--- src/design/pwlc_pkg.sv ---
// Shared types and constants for the piecewise linear curve table.
// Holds the item structs, node layout, status codes and sequencer states.
// No dependencies; used by pwlc_div and piecewise_linear_curve_table_core.
`default_nettype none

package pwlc_pkg;

   // Width of one Q1.16 value, where 65536 stands for 1.0.
   localparam int VAL_W = 17;
   // Width of the interpolation product (up to 65536 * 65536).
   localparam int PROD_W = 2 * VAL_W - 1;
   // Number of quotient bits produced by the serial divider.
   localparam int DIV_STEPS = VAL_W;
   localparam int DIV_CNT_W = $clog2(DIV_STEPS + 1);

   localparam logic [VAL_W-1:0] Q_ONE  = VAL_W'(65536);
   localparam logic [VAL_W-1:0] Q_ZERO = '0;

   typedef enum logic {
      KIND_ADD    = 1'b0,
      KIND_LOOKUP = 1'b1
   } kind_type;

   typedef enum logic [1:0] {
      STATUS_OK      = 2'd0,
      STATUS_NO_ZERO = 2'd1,
      STATUS_NO_ONE  = 2'd2,
      STATUS_FULL    = 2'd3
   } status_type;

   typedef struct packed {
      kind_type         kind;
      logic [VAL_W-1:0] x_pos;
      logic [VAL_W-1:0] y_level;
   } req_type;

   typedef struct packed {
      logic [VAL_W-1:0] curve_value;
      status_type       status;
   } rsp_type;

   // One curve node as held in the node memory.
   typedef struct packed {
      logic [VAL_W-1:0] x;
      logic [VAL_W-1:0] y;
   } node_type;

   typedef enum logic [3:0] {
      ST_IDLE,
      ST_LO_RD,
      ST_LO_CHK,
      ST_HI_RD,
      ST_HI_CHK,
      ST_SCAN_RD,
      ST_SCAN_CHK,
      ST_INSERT,
      ST_SHIFT_RD,
      ST_SHIFT_WR,
      ST_DIFF,
      ST_MUL,
      ST_DIV_GO,
      ST_DIV_WAIT,
      ST_DONE
   } state_type;

   // Limits a 17-bit operand to 1.0.
   function automatic logic [VAL_W-1:0] sat_one(input logic [VAL_W-1:0] v);
      sat_one = (v > Q_ONE) ? Q_ONE : v;
   endfunction

endpackage

`default_nettype wire

--- src/design/pwlc_div.sv ---
// Restoring serial divider for the curve table, one quotient bit per cycle.
// Depends on pwlc_pkg; the caller guarantees the quotient fits in VAL_W bits.
// Instantiated by piecewise_linear_curve_table_core.
`default_nettype none

module pwlc_div (
   input  wire logic                         clock,
   input  wire logic                         reset,
   input  wire logic                         start,
   input  wire logic [pwlc_pkg::PROD_W-1:0]  dividend,
   input  wire logic [pwlc_pkg::VAL_W-1:0]   divisor,
   output logic                              done,
   output logic [pwlc_pkg::VAL_W-1:0]        quotient
);

   logic                              busy_ff, busy_in;
   logic                              done_ff, done_in;
   logic [pwlc_pkg::DIV_CNT_W-1:0]    cnt_ff, cnt_in;
   logic [pwlc_pkg::VAL_W-1:0]        rem_ff, rem_in;
   logic [pwlc_pkg::VAL_W-1:0]        low_ff, low_in;
   logic [pwlc_pkg::VAL_W-1:0]        divisor_ff, divisor_in;
   logic [pwlc_pkg::VAL_W:0]          trial;
   logic [pwlc_pkg::VAL_W:0]          trial_diff;
   logic                              trial_ge;

   // Shift the next dividend bit into the remainder and try the subtraction.
   assign trial      = {rem_ff, low_ff[pwlc_pkg::VAL_W-1]};
   assign trial_diff = trial - {1'b0, divisor_ff};
   assign trial_ge   = (trial >= {1'b0, divisor_ff});

   // Step control: load on start, then one quotient bit a cycle.
   always_comb begin
      busy_in    = busy_ff;
      done_in    = 1'b0;
      cnt_in     = cnt_ff;
      rem_in     = rem_ff;
      low_in     = low_ff;
      divisor_in = divisor_ff;
      if (start) begin
         busy_in    = 1'b1;
         cnt_in     = pwlc_pkg::DIV_CNT_W'(pwlc_pkg::DIV_STEPS);
         rem_in     = pwlc_pkg::VAL_W'(dividend[pwlc_pkg::PROD_W-1:pwlc_pkg::VAL_W]);
         low_in     = dividend[pwlc_pkg::VAL_W-1:0];
         divisor_in = divisor;
      end else if (busy_ff) begin
         rem_in = trial_ge ? trial_diff[pwlc_pkg::VAL_W-1:0] : trial[pwlc_pkg::VAL_W-1:0];
         low_in = {low_ff[pwlc_pkg::VAL_W-2:0], trial_ge};
         cnt_in = cnt_ff - 1'b1;
         if (cnt_ff == pwlc_pkg::DIV_CNT_W'(1)) begin
            busy_in = 1'b0;
            done_in = 1'b1;
         end
      end
   end

   always_ff @(posedge clock) begin
      if (reset) begin
         busy_ff <= 1'b0;
         done_ff <= 1'b0;
      end else begin
         busy_ff <= busy_in;
         done_ff <= done_in;
      end
      cnt_ff     <= cnt_in;
      rem_ff     <= rem_in;
      low_ff     <= low_in;
      divisor_ff <= divisor_in;
   end

   assign done     = done_ff;
   assign quotient = low_ff;

endmodule

`default_nettype wire

--- src/design/piecewise_linear_curve_table_core.sv ---
// Top level of the piecewise linear curve table: node memory, sequencer and
// interpolation datapath. Depends on pwlc_pkg and instantiates pwlc_div.
//
//   Channel  Dir  Handshake            Payload
//   req      in   req_valid/req_stall  req_item (pwlc_pkg::req_type)
//   rsp      out  rsp_valid/rsp_stall  rsp_item (pwlc_pkg::rsp_type)
//
// One item is handled at a time; req_stall is low only while the sequencer idles.
// The node memory has one read and one write port, so each node walked takes a
// read state and a check state, and each node moved takes a read and a write state.
// An interpolating lookup then multiplies and waits on the serial divider.
// Reset empties the table at once; no clearing pass is needed.
// A finished result waits in the output register while the next item is taken.
`default_nettype none

module piecewise_linear_curve_table_core #(
   parameter int MAX_NODES = 16
) (
   input  wire logic              clock,
   input  wire logic              reset,
   input  wire logic              req_valid,
   output logic                   req_stall,
   input  wire pwlc_pkg::req_type req_item,
   output logic                   rsp_valid,
   input  wire logic              rsp_stall,
   output pwlc_pkg::rsp_type      rsp_item
);

   localparam int IDX_W = (MAX_NODES > 1) ? $clog2(MAX_NODES) : 1;
   localparam int CNT_W = $clog2(MAX_NODES + 1);
   localparam int VW    = pwlc_pkg::VAL_W;

   pwlc_pkg::state_type        state_ff, state_in;
   pwlc_pkg::kind_type         kind_ff, kind_in;
   logic [VW-1:0]              xq_ff, xq_in;
   logic [VW-1:0]              yv_ff, yv_in;
   logic [CNT_W-1:0]           count_ff, count_in;
   logic [CNT_W-1:0]           idx_ff, idx_in;
   logic [CNT_W-1:0]           j_ff, j_in;
   pwlc_pkg::node_type         prev_ff, prev_in;
   pwlc_pkg::node_type         cur_ff, cur_in;
   logic [VW-1:0]              dxq_ff, dxq_in;
   logic [VW-1:0]              dmag_ff, dmag_in;
   logic [VW-1:0]              dx_ff, dx_in;
   logic                       neg_ff, neg_in;
   logic [pwlc_pkg::PROD_W-1:0] prod_ff, prod_in;
   logic [VW-1:0]              value_ff, value_in;
   pwlc_pkg::status_type       status_ff, status_in;
   logic                       rsp_valid_ff, rsp_valid_in;
   pwlc_pkg::rsp_type          rsp_item_ff, rsp_item_in;

   pwlc_pkg::node_type         node_mem_ff [MAX_NODES];
   pwlc_pkg::node_type         rd_data_ff;
   logic [IDX_W-1:0]           rd_addr;
   logic [IDX_W-1:0]           wr_addr;
   pwlc_pkg::node_type         wr_data;
   logic                       mem_we;

   logic                       req_fire;
   logic                       rsp_free;
   logic                       div_start;
   logic                       div_done;
   logic [VW-1:0]              div_quot;
   logic [2*VW-1:0]            prod_full;
   logic signed [VW+1:0]       q_signed;
   logic signed [VW+1:0]       interp_sum;
   logic [CNT_W-1:0]           count_m1;
   logic [CNT_W-1:0]           j_m1;

   assign req_fire = req_valid && !req_stall;
   assign rsp_free = !rsp_valid_ff || !rsp_stall;
   assign req_stall = (state_ff != pwlc_pkg::ST_IDLE);
   assign count_m1 = count_ff - 1'b1;
   assign j_m1     = j_ff - 1'b1;

   // Node memory: one write port, one registered read port.
   always_ff @(posedge clock) begin
      if (mem_we) begin
         node_mem_ff[wr_addr] <= wr_data;
      end
      rd_data_ff <= node_mem_ff[rd_addr];
   end

   // Serial divider for the interpolation quotient.
   pwlc_div u_div (
      .clock    (clock),
      .reset    (reset),
      .start    (div_start),
      .dividend (prod_ff),
      .divisor  (dx_ff),
      .done     (div_done),
      .quotient (div_quot)
   );

   // Interpolated value y0 +/- quotient, held within [0, 1.0].
   assign prod_full  = dxq_ff * dmag_ff;
   assign q_signed   = $signed({2'b00, div_quot});
   assign interp_sum = $signed({2'b00, prev_ff.y}) + (neg_ff ? -q_signed : q_signed);

   // Next state of the sequencer.
   always_comb begin
      state_in = state_ff;
      unique case (state_ff)
         pwlc_pkg::ST_IDLE: begin
            if (req_fire) begin
               state_in = (req_item.kind == pwlc_pkg::KIND_LOOKUP) ?
                          pwlc_pkg::ST_LO_RD : pwlc_pkg::ST_SCAN_RD;
            end
         end
         pwlc_pkg::ST_LO_RD: begin
            state_in = (count_ff == '0) ? pwlc_pkg::ST_DONE : pwlc_pkg::ST_LO_CHK;
         end
         pwlc_pkg::ST_LO_CHK: begin
            state_in = (rd_data_ff.x != pwlc_pkg::Q_ZERO) ?
                       pwlc_pkg::ST_DONE : pwlc_pkg::ST_HI_RD;
         end
         pwlc_pkg::ST_HI_RD: begin
            state_in = pwlc_pkg::ST_HI_CHK;
         end
         pwlc_pkg::ST_HI_CHK: begin
            state_in = (rd_data_ff.x != pwlc_pkg::Q_ONE) ?
                       pwlc_pkg::ST_DONE : pwlc_pkg::ST_SCAN_RD;
         end
         pwlc_pkg::ST_SCAN_RD: begin
            if (idx_ff == count_ff) begin
               state_in = (kind_ff == pwlc_pkg::KIND_ADD) ?
                          pwlc_pkg::ST_INSERT : pwlc_pkg::ST_DONE;
            end else begin
               state_in = pwlc_pkg::ST_SCAN_CHK;
            end
         end
         pwlc_pkg::ST_SCAN_CHK: begin
            if (rd_data_ff.x >= xq_ff) begin
               if (kind_ff == pwlc_pkg::KIND_ADD) begin
                  state_in = (rd_data_ff.x == xq_ff) ? pwlc_pkg::ST_DONE : pwlc_pkg::ST_INSERT;
               end else begin
                  state_in = (idx_ff == '0) ? pwlc_pkg::ST_DONE : pwlc_pkg::ST_DIFF;
               end
            end else begin
               state_in = pwlc_pkg::ST_SCAN_RD;
            end
         end
         pwlc_pkg::ST_INSERT: begin
            state_in = (count_ff == CNT_W'(MAX_NODES)) ?
                       pwlc_pkg::ST_DONE : pwlc_pkg::ST_SHIFT_RD;
         end
         pwlc_pkg::ST_SHIFT_RD: begin
            state_in = (j_ff == idx_ff) ? pwlc_pkg::ST_DONE : pwlc_pkg::ST_SHIFT_WR;
         end
         pwlc_pkg::ST_SHIFT_WR: begin
            state_in = pwlc_pkg::ST_SHIFT_RD;
         end
         pwlc_pkg::ST_DIFF: begin
            state_in = pwlc_pkg::ST_MUL;
         end
         pwlc_pkg::ST_MUL: begin
            state_in = pwlc_pkg::ST_DIV_GO;
         end
         pwlc_pkg::ST_DIV_GO: begin
            state_in = pwlc_pkg::ST_DIV_WAIT;
         end
         pwlc_pkg::ST_DIV_WAIT: begin
            if (div_done) begin
               state_in = pwlc_pkg::ST_DONE;
            end
         end
         pwlc_pkg::ST_DONE: begin
            if (rsp_free) begin
               state_in = pwlc_pkg::ST_IDLE;
            end
         end
         default: begin
            state_in = pwlc_pkg::ST_IDLE;
         end
      endcase
   end

   // Datapath and memory controls for each sequencer state.
   always_comb begin
      kind_in   = kind_ff;
      xq_in     = xq_ff;
      yv_in     = yv_ff;
      count_in  = count_ff;
      idx_in    = idx_ff;
      j_in      = j_ff;
      prev_in   = prev_ff;
      cur_in    = cur_ff;
      dxq_in    = dxq_ff;
      dmag_in   = dmag_ff;
      dx_in     = dx_ff;
      neg_in    = neg_ff;
      prod_in   = prod_ff;
      value_in  = value_ff;
      status_in = status_ff;
      rd_addr   = '0;
      wr_addr   = idx_ff[IDX_W-1:0];
      wr_data   = rd_data_ff;
      mem_we    = 1'b0;
      div_start = 1'b0;
      unique case (state_ff)
         pwlc_pkg::ST_IDLE: begin
            if (req_fire) begin
               kind_in   = req_item.kind;
               xq_in     = pwlc_pkg::sat_one(req_item.x_pos);
               yv_in     = pwlc_pkg::sat_one(req_item.y_level);
               idx_in    = '0;
               value_in  = '0;
               status_in = pwlc_pkg::STATUS_OK;
            end
         end
         pwlc_pkg::ST_LO_RD: begin
            rd_addr = '0;
            if (count_ff == '0) begin
               status_in = pwlc_pkg::STATUS_NO_ZERO;
            end
         end
         pwlc_pkg::ST_LO_CHK: begin
            if (rd_data_ff.x != pwlc_pkg::Q_ZERO) begin
               status_in = pwlc_pkg::STATUS_NO_ZERO;
            end
         end
         pwlc_pkg::ST_HI_RD: begin
            // The node at 1.0, if present, is always the last one.
            rd_addr = count_m1[IDX_W-1:0];
         end
         pwlc_pkg::ST_HI_CHK: begin
            if (rd_data_ff.x != pwlc_pkg::Q_ONE) begin
               status_in = pwlc_pkg::STATUS_NO_ONE;
            end
         end
         pwlc_pkg::ST_SCAN_RD: begin
            rd_addr = idx_ff[IDX_W-1:0];
         end
         pwlc_pkg::ST_SCAN_CHK: begin
            if (rd_data_ff.x >= xq_ff) begin
               cur_in = rd_data_ff;
               if (kind_ff == pwlc_pkg::KIND_LOOKUP && idx_ff == '0) begin
                  value_in = rd_data_ff.y;
               end
            end else begin
               // Keep the node below the query as the left end of the segment.
               prev_in = rd_data_ff;
               idx_in  = idx_ff + 1'b1;
            end
         end
         pwlc_pkg::ST_INSERT: begin
            j_in = count_ff;
            if (count_ff == CNT_W'(MAX_NODES)) begin
               status_in = pwlc_pkg::STATUS_FULL;
            end
         end
         pwlc_pkg::ST_SHIFT_RD: begin
            if (j_ff == idx_ff) begin
               mem_we   = 1'b1;
               wr_addr  = idx_ff[IDX_W-1:0];
               wr_data  = '{x: xq_ff, y: yv_ff};
               count_in = count_ff + 1'b1;
            end else begin
               rd_addr = j_m1[IDX_W-1:0];
            end
         end
         pwlc_pkg::ST_SHIFT_WR: begin
            // Move one node up by a place to open the insertion slot.
            mem_we  = 1'b1;
            wr_addr = j_ff[IDX_W-1:0];
            wr_data = rd_data_ff;
            j_in    = j_m1;
         end
         pwlc_pkg::ST_DIFF: begin
            dxq_in = xq_ff - prev_ff.x;
            dx_in  = cur_ff.x - prev_ff.x;
            if (cur_ff.y >= prev_ff.y) begin
               dmag_in = cur_ff.y - prev_ff.y;
               neg_in  = 1'b0;
            end else begin
               dmag_in = prev_ff.y - cur_ff.y;
               neg_in  = 1'b1;
            end
         end
         pwlc_pkg::ST_MUL: begin
            prod_in = prod_full[pwlc_pkg::PROD_W-1:0];
         end
         pwlc_pkg::ST_DIV_GO: begin
            div_start = 1'b1;
         end
         pwlc_pkg::ST_DIV_WAIT: begin
            if (div_done) begin
               if (interp_sum < 0) begin
                  value_in = '0;
               end else if (interp_sum > $signed({2'b00, pwlc_pkg::Q_ONE})) begin
                  value_in = pwlc_pkg::Q_ONE;
               end else begin
                  value_in = interp_sum[VW-1:0];
               end
            end
         end
         pwlc_pkg::ST_DONE: begin
         end
         default: begin
         end
      endcase
   end

   // Output register: load the finished item once the slot is free.
   always_comb begin
      rsp_valid_in = rsp_valid_ff && rsp_stall;
      rsp_item_in  = rsp_item_ff;
      if (state_ff == pwlc_pkg::ST_DONE && rsp_free) begin
         rsp_valid_in = 1'b1;
         rsp_item_in  = '{curve_value: value_ff, status: status_ff};
      end
   end

   always_ff @(posedge clock) begin
      if (reset) begin
         state_ff     <= pwlc_pkg::ST_IDLE;
         count_ff     <= '0;
         rsp_valid_ff <= 1'b0;
      end else begin
         state_ff     <= state_in;
         count_ff     <= count_in;
         rsp_valid_ff <= rsp_valid_in;
      end
      kind_ff     <= kind_in;
      xq_ff       <= xq_in;
      yv_ff       <= yv_in;
      idx_ff      <= idx_in;
      j_ff        <= j_in;
      prev_ff     <= prev_in;
      cur_ff      <= cur_in;
      dxq_ff      <= dxq_in;
      dmag_ff     <= dmag_in;
      dx_ff       <= dx_in;
      neg_ff      <= neg_in;
      prod_ff     <= prod_in;
      value_ff    <= value_in;
      status_ff   <= status_in;
      rsp_item_ff <= rsp_item_in;
   end

   assign rsp_valid = rsp_valid_ff;
   assign rsp_item  = rsp_item_ff;

   // The node count never passes the table size.
   a_count_bound: assert property (@(posedge clock) disable iff (reset)
      count_ff <= CNT_W'(MAX_NODES))
      else $error("node count above table size");

   // Memory writes stay inside the filled part of the table plus the new slot.
   a_write_in_range: assert property (@(posedge clock) disable iff (reset)
      mem_we |-> (CNT_W'(wr_addr) <= count_ff))
      else $error("node write beyond fill level");

   // The divider only finishes while the sequencer waits for it.
   a_div_done_state: assert property (@(posedge clock) disable iff (reset)
      div_done |-> (state_ff == pwlc_pkg::ST_DIV_WAIT))
      else $error("divider finished outside its wait state");

endmodule

`default_nettype wire
--- config.mk ---
export PLATFORM = sky130hd
export DESIGN_NAME = piecewise_linear_curve_table_core
export DESIGN_NICKNAME = d
export VERILOG_FILES = /design/src/design/pwlc_pkg.sv /design/src/design/pwlc_div.sv /design/src/design/piecewise_linear_curve_table_core.sv
export SDC_FILE = /design/constraint.sdc
export NUM_CORES = 2
export LEC_CHECK = 0
export BUFFER_PORTS_ARGS = -buffer_cell sky130_fd_sc_hd__buf_4
export CELL_PAD_IN_SITES_DETAIL_PLACEMENT = 0
export CELL_PAD_IN_SITES_GLOBAL_PLACEMENT = 1
export CORE_MARGIN = 8
export CORE_UTILIZATION = 45
export CTS_BUF_LIST = sky130_fd_sc_hd__clkbuf_4 sky130_fd_sc_hd__clkbuf_8
export DETAILED_ROUTE_END_ITERATION = 16
export GPL_ROUTABILITY_DRIVEN = 0
export PLACE_DENSITY = 0.74
export SLEW_MARGIN = 20
export SYNTH_ARGS = -nofsm -noshare
export SYNTH_HDL_FRONTEND = slang
export SYNTH_HIERARCHICAL = 1
export SYNTH_SLANG_ARGS = --single-unit
--- constraint.sdc ---
create_clock -name clock -period 7.5 [get_ports clock]
set_input_delay 1.125 -clock clock [delete_from_list [all_inputs] [get_ports clock]]
set_output_delay 1.125 -clock clock [all_outputs]
set_load 0.005 [all_outputs]
Word-level counts from Yosys, hierarchy flattened
Memory sizes are Yosys's and may differ from the RTL's. A register that Yosys moved wholly into a read port is not among the register bits.
Index checks and enable logic that the tools add are counted.
W data, S select, Z words.
{"block": "word_totals", "inputBits": 39, "elab_cells": 164, "register_bits": 304, "ramBits": 544, "mem_count": 1, "output_inout_bits": 21}
{"memory": "node_mem_ff", "words": 16, "word_bits": 34, "rd": 1, "rd_ports_with_merged_regs": 1, "write_ports": 1, "line": "piecewise_linear_curve_table_core.sv:52", "rtl": "pwlc_pkg::node_type node_mem_ff [MAX_NODES];"}
{"block": "op_classes", "n_lt_le_gt_ge": 7, "add_sub_neg": 12, "multipliers": 1, "eq_ne": 30, "n_bitwise": 2, "muxes": 56, "reduce_logical": 27}
{"operator": "$mux W17", "count": 10}
{"operator": "$sub A17 B17 Y17", "count": 5}
{"operator": "$mux W34", "count": 2}
{"operator": "$pmux W4 S15", "count": 1}
{"operator": "$mux W4", "count": 13}
{"operator": "$pmux W17 S3", "count": 1}
{"operator": "$ge A17 B17 Y1", "count": 2}
{"operator": "$gt A17 B17 Y1 const B", "count": 2}
{"operator": "$mul A17 B17 Y33", "count": 1}
{"operator": "$mux W16", "count": 2}
{"operator": "$eq A4 B4 Y1 const B", "count": 7}
{"operator": "$pmux W5 S2", "count": 2}
{"operator": "$add A18 B19 Y19", "count": 1}
{"operator": "$gt A19 B18 Y1 const B", "count": 1}
{"operator": "$lt A19 B1 Y1 const B", "count": 1}
{"operator": "$mux W19", "count": 1}
{"operator": "$neg A17 Y19", "count": 1}
{"operator": "$ge A18 B17 Y1", "count": 1}
{"operator": "$ne A2 B2 Y1 const B", "count": 9}
{"operator": "$eq A17 B17 Y1", "count": 1}
{"operator": "$ne A17 B17 Y1 const B", "count": 1}
{"operator": "$reduce_bool A17 Y1", "count": 1}
{"operator": "$eq A4 B3 Y1 const B", "count": 4}
{"operator": "$mux W3", "count": 4}
{"operator": "other kinds (30)", "count": 61}

Logic depth before layout (Yosys ltp)
{"block": "depth", "word_depth": 8, "ltp_mapped": 25, "depth_no_buf": 23}

Modules after synthesis
Netlist, hierarchy kept.
{"mod": "piecewise_linear_curve_table_core", "seq_area_each_um2": 24303.3, "area_per_inst_um2": 45630.0, "n_inst": 1, "cells_each": 3897}
{"mod": "pwlc_div", "seq_area_each_um2": 1661.6, "area_per_inst_um2": 3377.0, "n_inst": 1, "cells_each": 303}

Worst setup path before layout
Ideal clock, no wire load.
{"block": "synth_path", "path_type": "reg-to-reg", "from": "register dxq_ff[10]", "to": "register prod_ff[32] in the netlist's numbering, data pin", "period_less_slack_ps": 6071, "path_slack_ps": 1429, "arrival_time_ps": 5806, "path_buffers": 1, "path_stages_with_launch": 21, "required_time_ps": 7235, "setup_ps": 265, "path_cell_list": "edfxtp_1 clkbuf_1 nand2_1 fa_1 fa_1 fa_1 fa_1 inv_1 fa_1 inv_1 fa_1 inv_1 ha_1 and3_1 o311ai_0 a211oi_1 a31oi_1 o21ai_0 nand4_1 a311oi_1 xnor2_1"}
{"block": "synth_between", "elab_chain_len": 1}
{"element": "start: declaration", "line": "piecewise_linear_curve_table_core.sv:42", "rtl": "logic [VW-1:0] dxq_ff, dxq_in;"}
{"element": "start signal: assignment", "line": "piecewise_linear_curve_table_core.sv:331", "rtl": "dxq_ff <= dxq_in;"}
{"element": "$mul A17 B17 Y33", "line": "piecewise_linear_curve_table_core.sv:96", "rtl": "assign prod_full = dxq_ff * dmag_ff;"}
{"element": "via prod_full[32]", "line": "piecewise_linear_curve_table_core.sv:64", "rtl": "logic [2*VW-1:0] prod_full;"}
{"element": "end signal: assignment", "line": "piecewise_linear_curve_table_core.sv:335", "rtl": "prod_ff <= prod_in;"}
{"element": "end: declaration", "line": "piecewise_linear_curve_table_core.sv:46", "rtl": "logic [pwlc_pkg::PROD_W-1:0] prod_ff, prod_in;"}
The timed path passes the listed nets, and every way through them passes these cells.
A chain may end at the register's enable or synchronous reset.

Worst setup path after layout
{"block": "layout_path", "from": "register dxq_ff[7]", "to": "register prod_ff[32] in the netlist's numbering, data pin"}
The elaborated chain is that of the path after synthesis.

==> out/results.txt <==
Filler instances - 9,607
Tcrit/Tclk final - 89.0%
DR WL/cell - 21.2 µm
Design Power - 0.0204 W
Area of the multi-input gates - 20,900 µm²
Synth cell count leaders - 830 x edfxtp_1, 690 x nand2_1, 418 x inv_1
Peak VDD IR - 0.386 mV
Maximum clock insertion buffer count - 3
Area Growth Syn to Fin - 10.9%
HPWL Detailed - 81,400 µm
Clock Pin Slew Worst Setup and Hold Paths - 0.05 ns
RSZ-0062 raised after global routing - false
CTS tree - done
Critical Path AT - 7.25 ns
Async S/R FF share, synth - 0%
Share of cells above drive strength 1 - 11.1%
Hold slack - 0.417 ns
Crit path max fanout - 17
CP Capture Type - flop
Outcome - finished, final reports clean
Via count - 31,677
Post-Syn Area - 49,000 µm²
Seq/Total Area, Yosys - 53.0%
Routed Antenna Nets - 0
YS warnings - 6
Post-Synth Simple-Gate Area - 12.5%
Syn nets - 4,696
Post-CTS Setup Bufs - 0
Antenna violations before repair - 9
DRT Pass-1 Iters - 5
Vias per inst - 5.44
TritonCTS Sinks - 882
Die height - 346 µm
Final wirelength - 124,000 µm
Xor/xnor share of the synthesized area - 2.48%
GRT Residual Overflow - 0
Clock latency on the worst-skew pair - 0.85 ns
Core Area - 108,000 µm²
Most numerous cell in the Yosys netlist - edfxtp_1
Compound-Gate Fraction of Synth Area - 8.41%
Worst EP required - 8.07 ns
# DRC - 0
Initial DRC Count - 2,373
Largest net degree at the start of global routing - 89
Input/output buffers - 59
Fin Setup TNS - 0 ns
Root Driver - clkbuf_8
Largest family of logic cells by synthesized area - adder cells
Layout Cells excl Fill - 5,822
Top post-synthesis cells by area - edfxtp_1 51%, fa_1 9.4%, ha_1 5.8%
Leakage - 21.1 nW
Die span in x - 346 µm
Total CTS buffers - 148
Final min period - 6.67 ns
Max-slew violation count - 0
Nets - 4,779
Synth cell types - 84
Worst slew pin tran - 1.05 ns
Synthesized flop and latch total - 882
Hold-fix buffer count after cts - 0
Ports - 60
Worst min path class - flop to flop
Placed cells - 5,547
PostCTS Resize Cnt - 0
Die area - 120,000 µm²
Final Hold Fails - 0
H-tree depth - 4
Area leader, netlist - edfxtp_1
Max-Cap Viols - 0
# rows - 121
Mean area per synthesized cell - 11.7 µm²
Vias in the first global route - 31,646
Post-synth top area share - 50.9%
Final setup fails - 0
Layout Skew - 0.0769 ns
Slew headroom - 29.9%
Sequential Area - 26,000 µm²
Mux cell area share after synthesis - 3.63%
Pwr Density - 376 nW/µm²
Area share of fa/ha/maj cells after synthesis - 15.2%
First-pass GRT wire length - 189,000 µm
Cells after synthesis - 4,200
Total GRT Usage - 20.2%
WS Path Type - flop to flop
Starting Density - 45.2%
Top FF cell, synth - edfxtp_1
Fmax - 0.150 GHz
CP Launch Type - flop
Number of flops mapped to enable cells by yosys - 830
[where the power goes]
group,internal [W],switching [W],leakage (nW)
Sequential,0.00665,0.000518,7.94
Combinational,0.00338,0.00539,11.4
Clock,0.00246,0.00201,1.66
Total,0.0125,0.00792,21.1
[worst max-delay path, stage by stage (launching register included)]
cell	delay [ns]
edfxtp_1	0.68
and2_1	0.28
fa_1	0.54
inv_1	0.05
fa_1	0.47
fa_1	0.51
fa_1	0.54
inv_1	0.05
fa_1	0.47
inv_1	0.05
fa_1	0.47
inv_1	0.04
ha_1	0.35
and3_1	0.21
o311ai_0	0.24
a211oi_1	0.38
a31oi_1	0.22
o21ai_0	0.30
nand4_1	0.17
a311oi_1	0.29
xnor2_1	0.11
[flip-flops by register name, indices dropped and copies added (netlist names), 17 cells and up]
signal,cells
dmag_ff,17
dxq_ff,17
yv_ff,17
u_div/rem_ff,17
u_div/quotient,17
prev_ff,34
dx_ff,17
value_ff,17
prod_ff,33
node_mem_ff,544
u_div/divisor_ff,17
rsp_item,19
xq_ff,17
rd_data_ff,34
cur_ff,34
[cell type report]
class / instances / share of cell area, %
antenna: 2 / 0.00921
clock buffer: 223 / 5.02
clock inverter: 50 / 0.755
inverter: 418 / 2.89
multi-input combinational: 2709 / 38.5
sequential: 882 / 47.8
tap: 1414 / 3.26
timing repair buffer: 124 / 1.78
[path summary, 6_finish.rpt]
path,startpoint,endpoint,slack [ns],cells after the start
max reg2reg,dxq_ff[7],prod_ff[32],0.83,20
max,dxq_ff[7],prod_ff[32],0.83,20
min,dx_ff[5],u_div/divisor_ff[5],0.42,0
min reg2reg,dx_ff[5],u_div/divisor_ff[5],0.42,0
[cells by family (layout without fill, tap and decap cells)]
family	after synthesis	in the layout
xor gates and xnor gates	139	139
other	0	2
DFF	882	882
and+or+nand+nor	1338	1338
buffers and inverters	609	815
adders and majority gates	457	457
muxes	171	171
AOI/OAI and AO/OA	604	604
[stage by stage]
step | util [%] | worst slack, ns | instance area, µm²
3_5_place_dp | 47.2 | 0.839 | 51200
3_3_place_gp | 47.2 | 0.869 | 51200
4_1_cts | 50.1 | 0.832 | 54300
2_1_floorplan | - | 1.43 | 49000
6_report | 50.1 | 0.829 | 54300
5_1_grt | 50.1 | 0.397 | 54300
[per-layer routing]
layer	routed length (µm)	track usage [%]
met5	0	0
met4	2860	5.95
met3	7070	3.18
met2	60100	34.3
met1	53600	26.8
[cells in the final DEF (no fill, tap or decap), types with 33 or more instances in the layout]
master,instances
inv_1,418
nand3_1,114
clkbuf_4,55
fa_1,229
nor2_1,141
a21o_1,40
clkbuf_8,168
and3_1,49
o21ai_0,85
xnor2_1,100
a31oi_1,55
and2_1,137
nor2b_1,48
dfxtp_1,52
mux2i_1,118
a211oi_1,46
buf_4,121
a311oi_1,70
mux2_2,53
nor3_1,33
nand2_1,690
edfxtp_1,830
a21oi_1,147
ha_1,228
xor2_1,39
(Power assumes the default switching activity.)
